[config.mk]
export PLATFORM = sky130hd
export DESIGN_NAME = cursor_linked_list_engine_core
export DESIGN_NICKNAME = d
export VERILOG_FILES = /design/src/rtl/clle_pkg.sv /design/src/rtl/clle_ram.sv /design/src/rtl/clle_link_store.sv /design/src/rtl/cursor_linked_list_engine_core.sv
export SDC_FILE = /design/constraint.sdc
export NUM_CORES = 2
export LEC_CHECK = 0
export BUFFER_PORTS_ARGS = -buffer_cell sky130_fd_sc_hd__buf_2
export CAP_MARGIN = 20
export CORE_UTILIZATION = 50
export DETAILED_ROUTE_END_ITERATION = 7
export PLACE_DENSITY = 0.76
export REMOVE_ABC_BUFFERS = 1
export SYNTH_ARGS = -nofsm -noshare
export SYNTH_HDL_FRONTEND = slang
export SYNTH_SLANG_ARGS = --single-unit
export TNS_END_PERCENT = 1
[constraint.sdc]
create_clock -name clk_i -period 7 [get_ports clk_i]
set_input_delay 0.7 -clock clk_i [delete_from_list [all_inputs] [get_ports clk_i]]
set_output_delay 0.7 -clock clk_i [all_outputs]
set_load 0.05 [all_outputs]
[src/rtl/clle_pkg.sv]
// ----------------------------------------------------------------------------
// clle_pkg
// Shared constants, operation codes and link-store request type for the
// cursor linked list engine.
// ----------------------------------------------------------------------------
package clle_pkg;

  // Pool geometry
  localparam int POOL_NODES = 64;
  localparam int NODE_BITS  = $clog2(POOL_NODES);
  localparam int VALUE_BITS = 32;
  localparam int STEP_BITS  = $clog2(POOL_NODES + 1);

  // Stream widths
  localparam int OP_BITS       = 3;
  localparam int IN_DATA_BITS  = ((2 * NODE_BITS + VALUE_BITS + 7) / 8) * 8;
  localparam int OUT_DATA_BITS = ((NODE_BITS + 1 + 7) / 8) * 8;

  typedef logic [NODE_BITS-1:0] node_t;

  // Operation codes
  typedef enum logic [OP_BITS-1:0] {
    OP_MAKE_EMPTY    = 3'd0,
    OP_INSERT        = 3'd1,
    OP_DELETE        = 3'd2,
    OP_FIND          = 3'd3,
    OP_FIND_PREVIOUS = 3'd4,
    OP_IS_EMPTY      = 3'd5,
    OP_IS_LAST       = 3'd6,
    OP_DELETE_LIST   = 3'd7
  } op_e;

  // Result status codes
  localparam logic ST_OK       = 1'b0;
  localparam logic ST_NO_SPACE = 1'b1;

  // One cycle's access to the next-link store
  typedef struct packed {
    logic  re;
    node_t raddr;
    logic  we;
    node_t waddr;
    node_t wdata;
  } link_req_t;

endpackage

[src/rtl/clle_ram.sv]
// ----------------------------------------------------------------------------
// clle_ram
// Generic simple dual-port RAM: one write port, one read port, registered
// read data that holds while no read is issued.
// ----------------------------------------------------------------------------
module clle_ram #(
  parameter int WIDTH = 8,
  parameter int DEPTH = 64
) (
  input  logic                     clk_i,
  input  logic                     we_i,
  input  logic [$clog2(DEPTH)-1:0] waddr_i,
  input  logic [WIDTH-1:0]         wdata_i,
  input  logic                     re_i,
  input  logic [$clog2(DEPTH)-1:0] raddr_i,
  output logic [WIDTH-1:0]         rdata_o
);

  logic [WIDTH-1:0] mem_q [DEPTH];
  logic [WIDTH-1:0] rdata_q;

  // Write port
  always_ff @(posedge clk_i) begin
    if (we_i) begin
      mem_q[waddr_i] <= wdata_i;
    end
  end

  // Registered read port
  always_ff @(posedge clk_i) begin
    if (re_i) begin
      rdata_q <= mem_q[raddr_i];
    end
  end

  assign rdata_o = rdata_q;

endmodule

[src/rtl/clle_link_store.sv]
// ----------------------------------------------------------------------------
// clle_link_store
// Next-link table. A RAM plus one valid bit per entry: an entry never
// written since reset reads as its pristine free-chain link (i+1, last 0).
// ----------------------------------------------------------------------------
module clle_link_store
  import clle_pkg::*;
(
  input  logic      clk_i,
  input  logic      rst_ni,
  input  link_req_t req_i,
  output node_t     rdata_o
);

  logic [POOL_NODES-1:0] valid_q;
  node_t                 raddr_q;
  logic                  hit_q;
  node_t                 ram_rdata;
  node_t                 init_link;

  clle_ram #(
    .WIDTH(NODE_BITS),
    .DEPTH(POOL_NODES)
  ) u_ram (
    .clk_i  (clk_i),
    .we_i   (req_i.we),
    .waddr_i(req_i.waddr),
    .wdata_i(req_i.wdata),
    .re_i   (req_i.re),
    .raddr_i(req_i.raddr),
    .rdata_o(ram_rdata)
  );

  // Written marks and the read-side tag that goes with the RAM output
  always_ff @(posedge clk_i or negedge rst_ni) begin
    if (!rst_ni) begin
      valid_q <= '0;
      raddr_q <= '0;
      hit_q   <= 1'b0;
    end else begin
      if (req_i.we) begin
        valid_q[req_i.waddr] <= 1'b1;
      end
      if (req_i.re) begin
        raddr_q <= req_i.raddr;
        hit_q   <= valid_q[req_i.raddr];
      end
    end
  end

  // Reset-time link of the entry last read
  assign init_link = (raddr_q == node_t'(POOL_NODES - 1)) ? '0 : raddr_q + node_t'(1);
  assign rdata_o   = hit_q ? ram_rdata : init_link;

endmodule

[src/rtl/cursor_linked_list_engine_core.sv]
// ----------------------------------------------------------------------------
// cursor_linked_list_engine_core
// Linked lists in a fixed node pool with a free list headed by node 0.
// ----------------------------------------------------------------------------
// Usage:
//   Slave stream carries one command per transfer: tuser holds the operation,
//   tdata holds list_head, position and value. Master stream returns exactly
//   one result per command: node_index and flag in tdata, status in tuser.
//   Commands run one at a time; s_axis_tready is high only while the
//   sequencer is idle.
// Sequencing (accept to result valid):
//   is_empty / is_last read one link; make_empty and insert take a node off
//   the free list and stop early when out of space.
//   find / find_previous walk the list node by node, stopping on a hit;
//   delete then unlinks the found node and returns it to the free list.
//   delete_list detaches the list and frees its nodes one by one.
//   The worst case is a walk over the whole pool. The time taken
//   is set by the single read port of the link RAM: one link read per
//   node, with the value RAM read alongside it.
// Reset: the link table reads as one free chain through per-entry written
//   marks, so there is no clearing pass; the first command is taken at once.
// Stall: a finished result sits in the output register; the next command
//   is accepted meanwhile, and its final step waits until the register frees.
// ----------------------------------------------------------------------------
module cursor_linked_list_engine_core
  import clle_pkg::*;
(
  input  logic                     clk_i,
  input  logic                     rst_ni,
  // Commands
  input  logic                     s_axis_tvalid,
  output logic                     s_axis_tready,
  input  logic [IN_DATA_BITS-1:0]  s_axis_tdata,  // list_head, position, value
  input  logic [OP_BITS-1:0]       s_axis_tuser,  // operation
  // Results
  output logic                     m_axis_tvalid,
  input  logic                     m_axis_tready,
  output logic [OUT_DATA_BITS-1:0] m_axis_tdata,  // node_index, flag
  output logic                     m_axis_tuser   // status
);

  typedef enum logic [24:0] {
    S_IDLE     = 25'h0000001,
    S_TAKE_RD  = 25'h0000002,
    S_TAKE_CHK = 25'h0000004,
    S_TAKE_UPD = 25'h0000008,
    S_MK_WR    = 25'h0000010,
    S_INS_RD   = 25'h0000020,
    S_INS_LNK  = 25'h0000040,
    S_INS_POS  = 25'h0000080,
    S_WALK_RD  = 25'h0000100,
    S_WALK_NX  = 25'h0000200,
    S_WALK_CMP = 25'h0000400,
    S_DEL_LNK  = 25'h0000800,
    S_DEL_FRD  = 25'h0001000,
    S_DEL_FWR  = 25'h0002000,
    S_DEL_FHD  = 25'h0004000,
    S_TEST_RD  = 25'h0008000,
    S_TEST_CHK = 25'h0010000,
    S_DL_RD    = 25'h0020000,
    S_DL_CUT   = 25'h0040000,
    S_DL_FRD   = 25'h0080000,
    S_DL_FCAP  = 25'h0100000,
    S_DL_LOOP  = 25'h0200000,
    S_DL_STEP  = 25'h0400000,
    S_DL_END   = 25'h0800000,
    S_DONE     = 25'h1000000
  } state_e;

  state_e state_q, state_d;

  // Command registers
  op_e                           op_q;
  node_t                         head_q, pos_q;
  logic signed [VALUE_BITS-1:0]  val_q;

  // Working registers
  node_t                  p_q, p_d;      // walk cursor / predecessor
  node_t                  t_q, t_d;      // node taken or matched
  node_t                  tn_q, tn_d;    // link of the matched node
  node_t                  fh_q, fh_d;    // free-list head while freeing
  logic [STEP_BITS-1:0]   steps_q, steps_d;

  // Pending result
  node_t res_idx_q, res_idx_d;
  logic  res_flag_q, res_flag_d;
  logic  res_status_q, res_status_d;

  // Output register
  logic  m_valid_q;
  node_t m_idx_q;
  logic  m_flag_q, m_status_q;

  // Memory access
  link_req_t                     link_req;
  node_t                         link_rdata;
  logic                          val_re, val_we;
  node_t                         val_raddr, val_waddr;
  logic signed [VALUE_BITS-1:0]  val_wdata, val_rdata;

  logic in_fire, out_fire, out_free, walk_end;

  assign in_fire  = s_axis_tvalid && s_axis_tready;
  assign out_fire = m_axis_tvalid && m_axis_tready;
  assign out_free = !m_valid_q || m_axis_tready;
  assign walk_end = (steps_q == STEP_BITS'(POOL_NODES));

  clle_link_store u_links (
    .clk_i  (clk_i),
    .rst_ni (rst_ni),
    .req_i  (link_req),
    .rdata_o(link_rdata)
  );

  clle_ram #(
    .WIDTH(VALUE_BITS),
    .DEPTH(POOL_NODES)
  ) u_values (
    .clk_i  (clk_i),
    .we_i   (val_we),
    .waddr_i(val_waddr),
    .wdata_i(val_wdata),
    .re_i   (val_re),
    .raddr_i(val_raddr),
    .rdata_o(val_rdata)
  );

  // Sequencer
  always_comb begin
    state_d      = state_q;
    p_d          = p_q;
    t_d          = t_q;
    tn_d         = tn_q;
    fh_d         = fh_q;
    steps_d      = steps_q;
    res_idx_d    = res_idx_q;
    res_flag_d   = res_flag_q;
    res_status_d = res_status_q;
    link_req     = '0;
    val_re       = 1'b0;
    val_raddr    = '0;
    val_we       = 1'b0;
    val_waddr    = t_q;
    val_wdata    = val_q;

    unique case (state_q)
      S_IDLE: begin
        if (in_fire) begin
          res_idx_d    = '0;
          res_flag_d   = 1'b0;
          res_status_d = ST_OK;
          steps_d      = '0;
          unique case (op_e'(s_axis_tuser)) inside
            OP_MAKE_EMPTY, OP_INSERT:                state_d = S_TAKE_RD;
            OP_DELETE, OP_FIND, OP_FIND_PREVIOUS:    state_d = S_WALK_RD;
            OP_IS_EMPTY, OP_IS_LAST:                 state_d = S_TEST_RD;
            OP_DELETE_LIST:                          state_d = S_DL_RD;
            default:                                 state_d = S_IDLE;
          endcase
        end
      end

      // Take a node off the free list
      S_TAKE_RD: begin
        link_req.re    = 1'b1;
        link_req.raddr = '0;
        state_d        = S_TAKE_CHK;
      end
      S_TAKE_CHK: begin
        t_d = link_rdata;
        if (link_rdata == '0) begin
          res_status_d = ST_NO_SPACE;
          state_d      = S_DONE;
        end else begin
          link_req.re    = 1'b1;
          link_req.raddr = link_rdata;
          res_idx_d      = link_rdata;
          state_d        = S_TAKE_UPD;
        end
      end
      S_TAKE_UPD: begin
        link_req.we    = 1'b1;
        link_req.waddr = '0;
        link_req.wdata = link_rdata;
        state_d        = (op_q == OP_INSERT) ? S_INS_RD : S_MK_WR;
      end
      S_MK_WR: begin
        link_req.we    = 1'b1;
        link_req.waddr = t_q;
        link_req.wdata = '0;
        state_d        = S_DONE;
      end

      // Splice the new node in after position
      S_INS_RD: begin
        val_we         = 1'b1;
        link_req.re    = 1'b1;
        link_req.raddr = pos_q;
        state_d        = S_INS_LNK;
      end
      S_INS_LNK: begin
        link_req.we    = 1'b1;
        link_req.waddr = t_q;
        link_req.wdata = link_rdata;
        state_d        = S_INS_POS;
      end
      S_INS_POS: begin
        link_req.we    = 1'b1;
        link_req.waddr = pos_q;
        link_req.wdata = t_q;
        state_d        = S_DONE;
      end

      // Walk: one link read per node, value read alongside
      S_WALK_RD: begin
        p_d            = head_q;
        link_req.re    = 1'b1;
        link_req.raddr = head_q;
        state_d        = S_WALK_NX;
      end
      S_WALK_NX: begin
        if (walk_end || link_rdata == '0) begin
          // Not found: predecessor query answers the last node reached
          if (op_q == OP_FIND_PREVIOUS) begin
            res_idx_d = p_q;
          end
          state_d = S_DONE;
        end else begin
          t_d            = link_rdata;
          link_req.re    = 1'b1;
          link_req.raddr = link_rdata;
          val_re         = 1'b1;
          val_raddr      = link_rdata;
          state_d        = S_WALK_CMP;
        end
      end
      S_WALK_CMP: begin
        if (val_rdata == val_q) begin
          tn_d = link_rdata;
          case (op_q)
            OP_FIND: begin
              res_idx_d = t_q;
              state_d   = S_DONE;
            end
            OP_DELETE: begin
              res_idx_d  = t_q;
              res_flag_d = 1'b1;
              state_d    = S_DEL_LNK;
            end
            default: begin
              res_idx_d = p_q;
              state_d   = S_DONE;
            end
          endcase
        end else begin
          p_d     = t_q;
          steps_d = steps_q + STEP_BITS'(1);
          state_d = S_WALK_NX;
        end
      end

      // Unlink the matched node and return it to the free list
      S_DEL_LNK: begin
        link_req.we    = 1'b1;
        link_req.waddr = p_q;
        link_req.wdata = tn_q;
        state_d        = S_DEL_FRD;
      end
      S_DEL_FRD: begin
        link_req.re    = 1'b1;
        link_req.raddr = '0;
        state_d        = S_DEL_FWR;
      end
      S_DEL_FWR: begin
        link_req.we    = 1'b1;
        link_req.waddr = t_q;
        link_req.wdata = link_rdata;
        state_d        = S_DEL_FHD;
      end
      S_DEL_FHD: begin
        link_req.we    = 1'b1;
        link_req.waddr = '0;
        link_req.wdata = t_q;
        state_d        = S_DONE;
      end

      // Emptiness / last-node tests
      S_TEST_RD: begin
        link_req.re    = 1'b1;
        link_req.raddr = (op_q == OP_IS_LAST) ? pos_q : head_q;
        state_d        = S_TEST_CHK;
      end
      S_TEST_CHK: begin
        res_flag_d = (link_rdata == '0);
        state_d    = S_DONE;
      end

      // Free a whole list: detach it, then push its nodes one by one
      S_DL_RD: begin
        link_req.re    = 1'b1;
        link_req.raddr = head_q;
        state_d        = S_DL_CUT;
      end
      S_DL_CUT: begin
        p_d            = link_rdata;
        link_req.we    = 1'b1;
        link_req.waddr = head_q;
        link_req.wdata = '0;
        state_d        = S_DL_FRD;
      end
      S_DL_FRD: begin
        link_req.re    = 1'b1;
        link_req.raddr = '0;
        state_d        = S_DL_FCAP;
      end
      S_DL_FCAP: begin
        fh_d    = link_rdata;
        state_d = S_DL_LOOP;
      end
      S_DL_LOOP: begin
        if (p_q == '0 || walk_end) begin
          state_d = S_DL_END;
        end else begin
          link_req.re    = 1'b1;
          link_req.raddr = p_q;
          state_d        = S_DL_STEP;
        end
      end
      S_DL_STEP: begin
        link_req.we    = 1'b1;
        link_req.waddr = p_q;
        link_req.wdata = fh_q;
        fh_d           = p_q;
        p_d            = link_rdata;
        steps_d        = steps_q + STEP_BITS'(1);
        state_d        = S_DL_LOOP;
      end
      S_DL_END: begin
        link_req.we    = 1'b1;
        link_req.waddr = '0;
        link_req.wdata = fh_q;
        state_d        = S_DONE;
      end

      // Hand the result to the output register
      S_DONE: begin
        if (out_free) begin
          state_d = S_IDLE;
        end
      end

      default: state_d = S_IDLE;
    endcase
  end

  // Control registers
  always_ff @(posedge clk_i or negedge rst_ni) begin
    if (!rst_ni) begin
      state_q   <= S_IDLE;
      m_valid_q <= 1'b0;
    end else begin
      state_q <= state_d;
      if (state_q == S_DONE && out_free) begin
        m_valid_q <= 1'b1;
      end else if (out_fire) begin
        m_valid_q <= 1'b0;
      end
    end
  end

  // Datapath registers
  always_ff @(posedge clk_i) begin
    if (in_fire) begin
      op_q   <= op_e'(s_axis_tuser);
      head_q <= s_axis_tdata[NODE_BITS-1:0];
      pos_q  <= s_axis_tdata[2*NODE_BITS-1:NODE_BITS];
      val_q  <= s_axis_tdata[2*NODE_BITS+VALUE_BITS-1:2*NODE_BITS];
    end
    p_q          <= p_d;
    t_q          <= t_d;
    tn_q         <= tn_d;
    fh_q         <= fh_d;
    steps_q      <= steps_d;
    res_idx_q    <= res_idx_d;
    res_flag_q   <= res_flag_d;
    res_status_q <= res_status_d;
    if (state_q == S_DONE && out_free) begin
      m_idx_q    <= res_idx_q;
      m_flag_q   <= res_flag_q;
      m_status_q <= res_status_q;
    end
  end

  assign s_axis_tready = (state_q == S_IDLE);
  assign m_axis_tvalid = m_valid_q;
  assign m_axis_tdata  = {{(OUT_DATA_BITS - NODE_BITS - 1){1'b0}}, m_flag_q, m_idx_q};
  assign m_axis_tuser  = m_status_q;

endmodule

After elaboration in Yosys (flattened, before gate mapping)
Memories as Yosys holds them, arrays and structs flattened. A register that Yosys moved wholly into a read port is not among the register bits.
Index checks and enable logic that the tools add are counted.
{ "word_totals": {"register_bits": 191, "latchBits": 0, "mem_bits_rw": 2432, "rom_bits": 0, "inputBits": 55, "output_inout_bits": 11, "wordCells": 169, "memories": 2} }
{ "op_classes": {"add_sub_neg": 2, "multipliers": 0, "div": 0, "magnitude_cmp": 3, "n_eq_ne": 50, "shifts": 0, "n_mux": 54, "n_bitwise": 1, "reduce_logical": 37} }
{ "memory_table": {"columns": ["name", "words", "width", "rd", "rd_clocked_by_memory_dff", "write_ports", "line_no", "text"], "rows": [
  ["u_values.mem_q", 64, 32, 1, 1, 1, "clle_ram.sv:19", "logic [WIDTH-1:0] mem_q [DEPTH];"],
  ["u_links.u_ram.mem_q", 64, 6, 1, 1, 1, "clle_ram.sv:19", null]
]} }
{ "op_table": {"columns": ["operator", "count"], "rows": [
  ["$pmux W25 S20", 1],
  ["$mux W25", 6],
  ["$pmux W13 S9", 1],
  ["$mux W6", 14],
  ["$pmux W18 S4", 1],
  ["$or A64 B64 Y64", 1],
  ["$pmux W7 S7", 1],
  ["$mux W7", 5],
  ["$eq A32 B32 Y1", 1],
  ["$eq A25 B1 Y1 const B", 1],
  ["$eq A25 B10 Y1 const B", 1],
  ["$eq A25 B11 Y1 const B", 1],
  ["$eq A25 B12 Y1 const B", 1],
  ["$eq A25 B13 Y1 const B", 1],
  ["$eq A25 B14 Y1 const B", 1],
  ["$eq A25 B15 Y1 const B", 1],
  ["$eq A25 B16 Y1 const B", 1],
  ["$eq A25 B17 Y1 const B", 1],
  ["$eq A25 B18 Y1 const B", 1],
  ["$eq A25 B19 Y1 const B", 1],
  ["$eq A25 B2 Y1 const B", 1],
  ["$eq A25 B20 Y1 const B", 1],
  ["$eq A25 B21 Y1 const B", 1],
  ["$eq A25 B22 Y1 const B", 1],
  ["other kinds (46)", 101]
]} }

Logic depth before layout (Yosys ltp)
{ "depth": {"ltp_word": 9, "ltp_mapped": 17, "depth_no_buf": 13} }

By module
Synthesis repeated with hierarchy kept, for this count alone.
{ "unflattened": {"cells_unflattened": 4804, "area_unflattened_um2": 103254.0} }
{ "modules_own_cells": {"columns": ["module", "instances", "cells_per_inst", "area_each_um2", "seq_area_each_um2"], "rows": [
  ["clle_ram (u_values)", 1, 3324, 78835.6, 62459.9],
  ["clle_ram (u_links.u_ram)", 1, 720, 15285.9, 11711.2],
  ["cursor_linked_list_engine_core", 1, 486, 5794.3, 3474.6],
  ["clle_link_store", 1, 274, 3338.2, 1776.7]
]} }

Least setup slack after synthesis
Ideal clock, no wire load.
{ "synth_path": {"kind": "register to register", "start": "register state_q[20]", "end": "memory u_links.u_ram.mem_q[0][0] (netlist name) (data pin)", "setup_ns": 0.702, "arrival_time_ns": 4.649, "slack_ns": 1.649, "stages_incl_launch_ff": 8, "n_path_buf": 1, "period_less_slack_ns": 5.351, "path_cell_list": "dfrtp_1 or4_1 buf_2 nor4_1 nand2_1 nor4b_1 nor3_1 o21ai_0"} }
{ "synth_rtl": {"columns": ["element", "line_no", "text"], "rows": [
  ["start, declared", "cursor_linked_list_engine_core.sv:70", "state_e state_q, state_d;"],
  ["start signal, assigned", "cursor_linked_list_engine_core.sv:362", "state_q <= state_d;"],
  ["end, declared", "clle_ram.sv:19", null]
]} }

Worst setup path in the final report
{ "layout_path": {"start": "register state_q[1]", "end": "register u_values.rdata_q[2], in the netlist u_values.rdata_o[2] (read register of u_values.mem_q) (data pin)"} }
{ "layout_between": {"elab_chain_len": 2, "elab_cells_between_ends": 3} }
{ "layout_lines": {"columns": ["element", "line_no", "text"], "rows": [
  ["$eq A25 B10 Y1 *", "cursor_linked_list_engine_core.sv:146", "unique case (state_q)"],
  ["$mux W6 / $mux W1 (equally long branches)", "cursor_linked_list_engine_core.sv:146", null],
  ["end, declared", "clle_ram.sv:20", "logic [WIDTH-1:0] rdata_q;"]
]} }
Mark *: on every way between the ends. The rest lies on a longest branch, timed or not.
A chain may end at the register's enable or synchronous reset.

==> metrics.yaml <==
core_area_mm2: 0.214
whs_endpoint: "val_q[25]"
p_per_area_mw_per_mm2: 294
yosysSeqAreaShare_pct: 73.6
via_per_inst: 6.25
min_period_ns: 5.68
fp.dieW_um: 467
reg2reg_from: "state_q[1]"
outcome: "finished, violations left"
synth-edff-count: 2564
rrSetupSlack_ns: 1.32
cts_tree: "done"
cts_root_buf: "clkbuf_16"
io_buffers: 60
clk_transition_reported_paths_ns: 0.06
worst_pin_slew_ns: 1.19
place_congestion: 0.866
min_delay_path_depth: 1
cp.required_ns: 7.64
fin_worst_skew_ns: 0.108
dp_hpwl_um: 150000
fmax_mhz: 176
clock_sinks: 2661
layout-drive-gt1-share_pct: 12.8
critPathCaptureType: "register"
min_period_over_period_pct: 81.2
hold_start: "s_axis_tdata[37]"
clkLatencyLatePin_ns: 0.94
syn_area_mm2: 0.108
synth_cell_types: 85
async_flop_share_pct: 3.65
p_leak_nw: 38.0
grt_pass1_vias: 62100
grt_start_max_net_pins: 131
areaGrowthSynthToFinish_pct: 12.7
grt_usage_pct: 24.1
vias: 62400
ys_warn_count: 0
cp_max_fo: 32
ir_drop_mv: 0.243
drc: 1
hp-class: "primary input to register"
crit_arrival_ns: 6.32
finalPower_mw: 35.7
setup_violations: 0
synth_top_area_cell: "edfxtp_1"
ff2ff_path_depth: 11
drt-wirelength-per-cell_um: 26.7
synth_top_area_share_pct: 71.4
slew_viol_final: 0
die_area_mm2: 0.218
grt_pass1_wl_um: 389000
grt.overflow.total: 0
cts_buffers: 276
nets: 7016
yosys-top-cells-area: "edfxtp_1 (71%), a211oi_1 (7.0%), mux2i_1 (5.9%)"
yosys_register_bits: 2661
synthCells: 6791
boundaryPins: 66
placementRows: 170
antenna_found_initial: 8
clk_path_buf_depth: 4
fin_hold_ws_ns: 0.106
cap_violations: 0
synth_flop_cell: "edfxtp_1"
ant_nets: 0
r2r_end: "u_values.rdata_o[2]"
start_kind: "register"
drt_iter0_drc: 7922
synth_area_per_cell_um2: 15.9
slew_headroom_pct: 20.4
drt_wl_total_um: 266000
worst-setup-path-type: "register to register"
htreeDepth: 5
dr.pass1.iters: 8
dieHeight_um: 467
finalHoldViolCount: 0
violations: "DRC"
rsz0062_at_grt: "false"
initial_core_util_pct: 50.3
power breakdown:
part | internal [mW] | total, mW | switching, mW
registers | 18.3 | 18.5 | 0.199
clock network | 8.26 | 14.1 | 5.81
logic | 0.762 | 3.10 | 2.34
layout by cell type, fill, tap and decap left out, types with 39 or more instances in the layout:
| cell | synthesis | layout |
|---|---|---|
| buf_4 | 68 | 197 |
| nor2b_1 | 521 | 521 |
| dfrtp_1 | 96 | 96 |
| nand2_1 | 156 | 156 |
| nor2_4 | 1 | 69 |
| o21ai_0 | 45 | 39 |
| and3_1 | 41 | 41 |
| or3_1 | 64 | 64 |
| nor2_1 | 229 | 161 |
| buf_12 | 0 | 45 |
| clkinv_1 | 0 | 39 |
| nor3_1 | 282 | 280 |
| a211oi_1 | 1001 | 1001 |
| clkbuf_1 | 216 | 66 |
| clkbuf_16 | 0 | 283 |
| xnor2_1 | 39 | 39 |
| mux2_2 | 43 | 43 |
| mux2i_1 | 633 | 633 |
| dlygate4sd3_1 | 0 | 48 |
| edfxtp_1 | 2564 | 2564 |
| buf_2 | 127 | 60 |
| a21oi_1 | 197 | 197 |
| or2_2 | 68 | 68 |
state kept, by name, summed over array words and instances, names as in the netlist, 7 cells and up:
name,flops
state_q,25
u_links.valid_q,64
steps_q,7
val_q,32
u_values.rdata_o,32
u_links.u_ram.mem_q,384
u_values.mem_q,2048
kinds of logic after synthesis:
logic type,count (synthesis),synth area share [%]
other cells,1,0.00348
compound gates,1376,9.15
buf+inv,490,2.25
mux,708,6.95
fa+ha+maj,3,0.0348
flops,2661,73.6
simple gates,1509,7.65
xor+xnor,43,0.349
worst max-delay path, stage by stage (launching register included):
cell	delay [ns]
dfrtp_1	0.43
or4_1	0.81
nor4_4	0.46
nand4_1	0.64
nor2_4	1.02
buf_4	0.35
buf_12	0.26
a211oi_1	0.08
nor3_1	0.31
nor3_1	0.16
a21oi_1	0.65
a21oi_1	0.15
metal layers:
metal | GRT usage, % | wire [um]
met4 | 9.73 | 10300
met1 | 31.6 | 103000
met2 | 39.1 | 128000
met5 | 0 | 11
met3 | 4.98 | 25300
synthesized netlist by cell type (27+ instances only):
master / n
nor2b_1: 521
buf_4: 68
nand3_1: 30
or2_2: 68
xnor2_1: 39
a21oi_1: 197
edfxtp_1: 2564
buf_1: 28
dfrtp_1: 96
mux2_2: 43
mux4_2: 28
nand2_1: 156
nor3_1: 282
and3_1: 41
o21ai_0: 45
nand4_1: 27
a211oi_1: 1001
buf_2: 127
clkbuf_1: 216
or3_1: 64
mux2i_1: 633
nor2_1: 229
layout make-up:
cell class                      count  area (um2)
Multi-Input combinational cell   3640       26700
Timing Repair Buffer              353        3230
Sequential cell                  2661       79400
Tap cell                         2838        3550
Inverter                           26        97.6
Clock inverter                    109        1050
Fill cell                       15800       92800
Clock buffer                      362        7510
Antenna cell                        3        7.51
repair_timing:
action | CTS | global route
gates resized for setup | 0 | 0
hold endpoints to repair | 71 | 0
buffers inserted | 0 | 0
hold buffers | 48 | 0
metrics by stage:
step           worst slack, ns  util (%)  std cells  setup TNS [ns]  area [um2]
4_1_cts                   1.49      56.7       9986               0      122000
3_3_place_gp              1.54      52.5       9466               0      112000
2_1_floorplan           -25.95         -       6327         -838.07      106000
3_5_place_dp              1.51      52.5       9467               0      113000
5_1_grt                   1.06      56.7       9989               0      122000
6_report                  1.32      56.7       9992               0      122000
how the worst max path moves through the flow:
stage | startpoint | slack [ns] | depth (start not counted) | end
finish | state_q[1] | 1.32 | 11 | u_values.rdata_o[2]
global route | state_q[1] | 1.06 | 11 | u_values.rdata_o[17]
CTS | state_q[1] | 1.49 | 11 | u_values.rdata_o[21]
detailed placement | state_q[1] | 1.51 | 11 | u_values.rdata_o[17]
global placement | state_q[1] | 1.54 | 14 | u_values.rdata_o[10]
floorplan | state_q[20] | -25.95 | 9 | u_values.rdata_o[0]
Note: power is estimated with default switching activity, not from simulation.
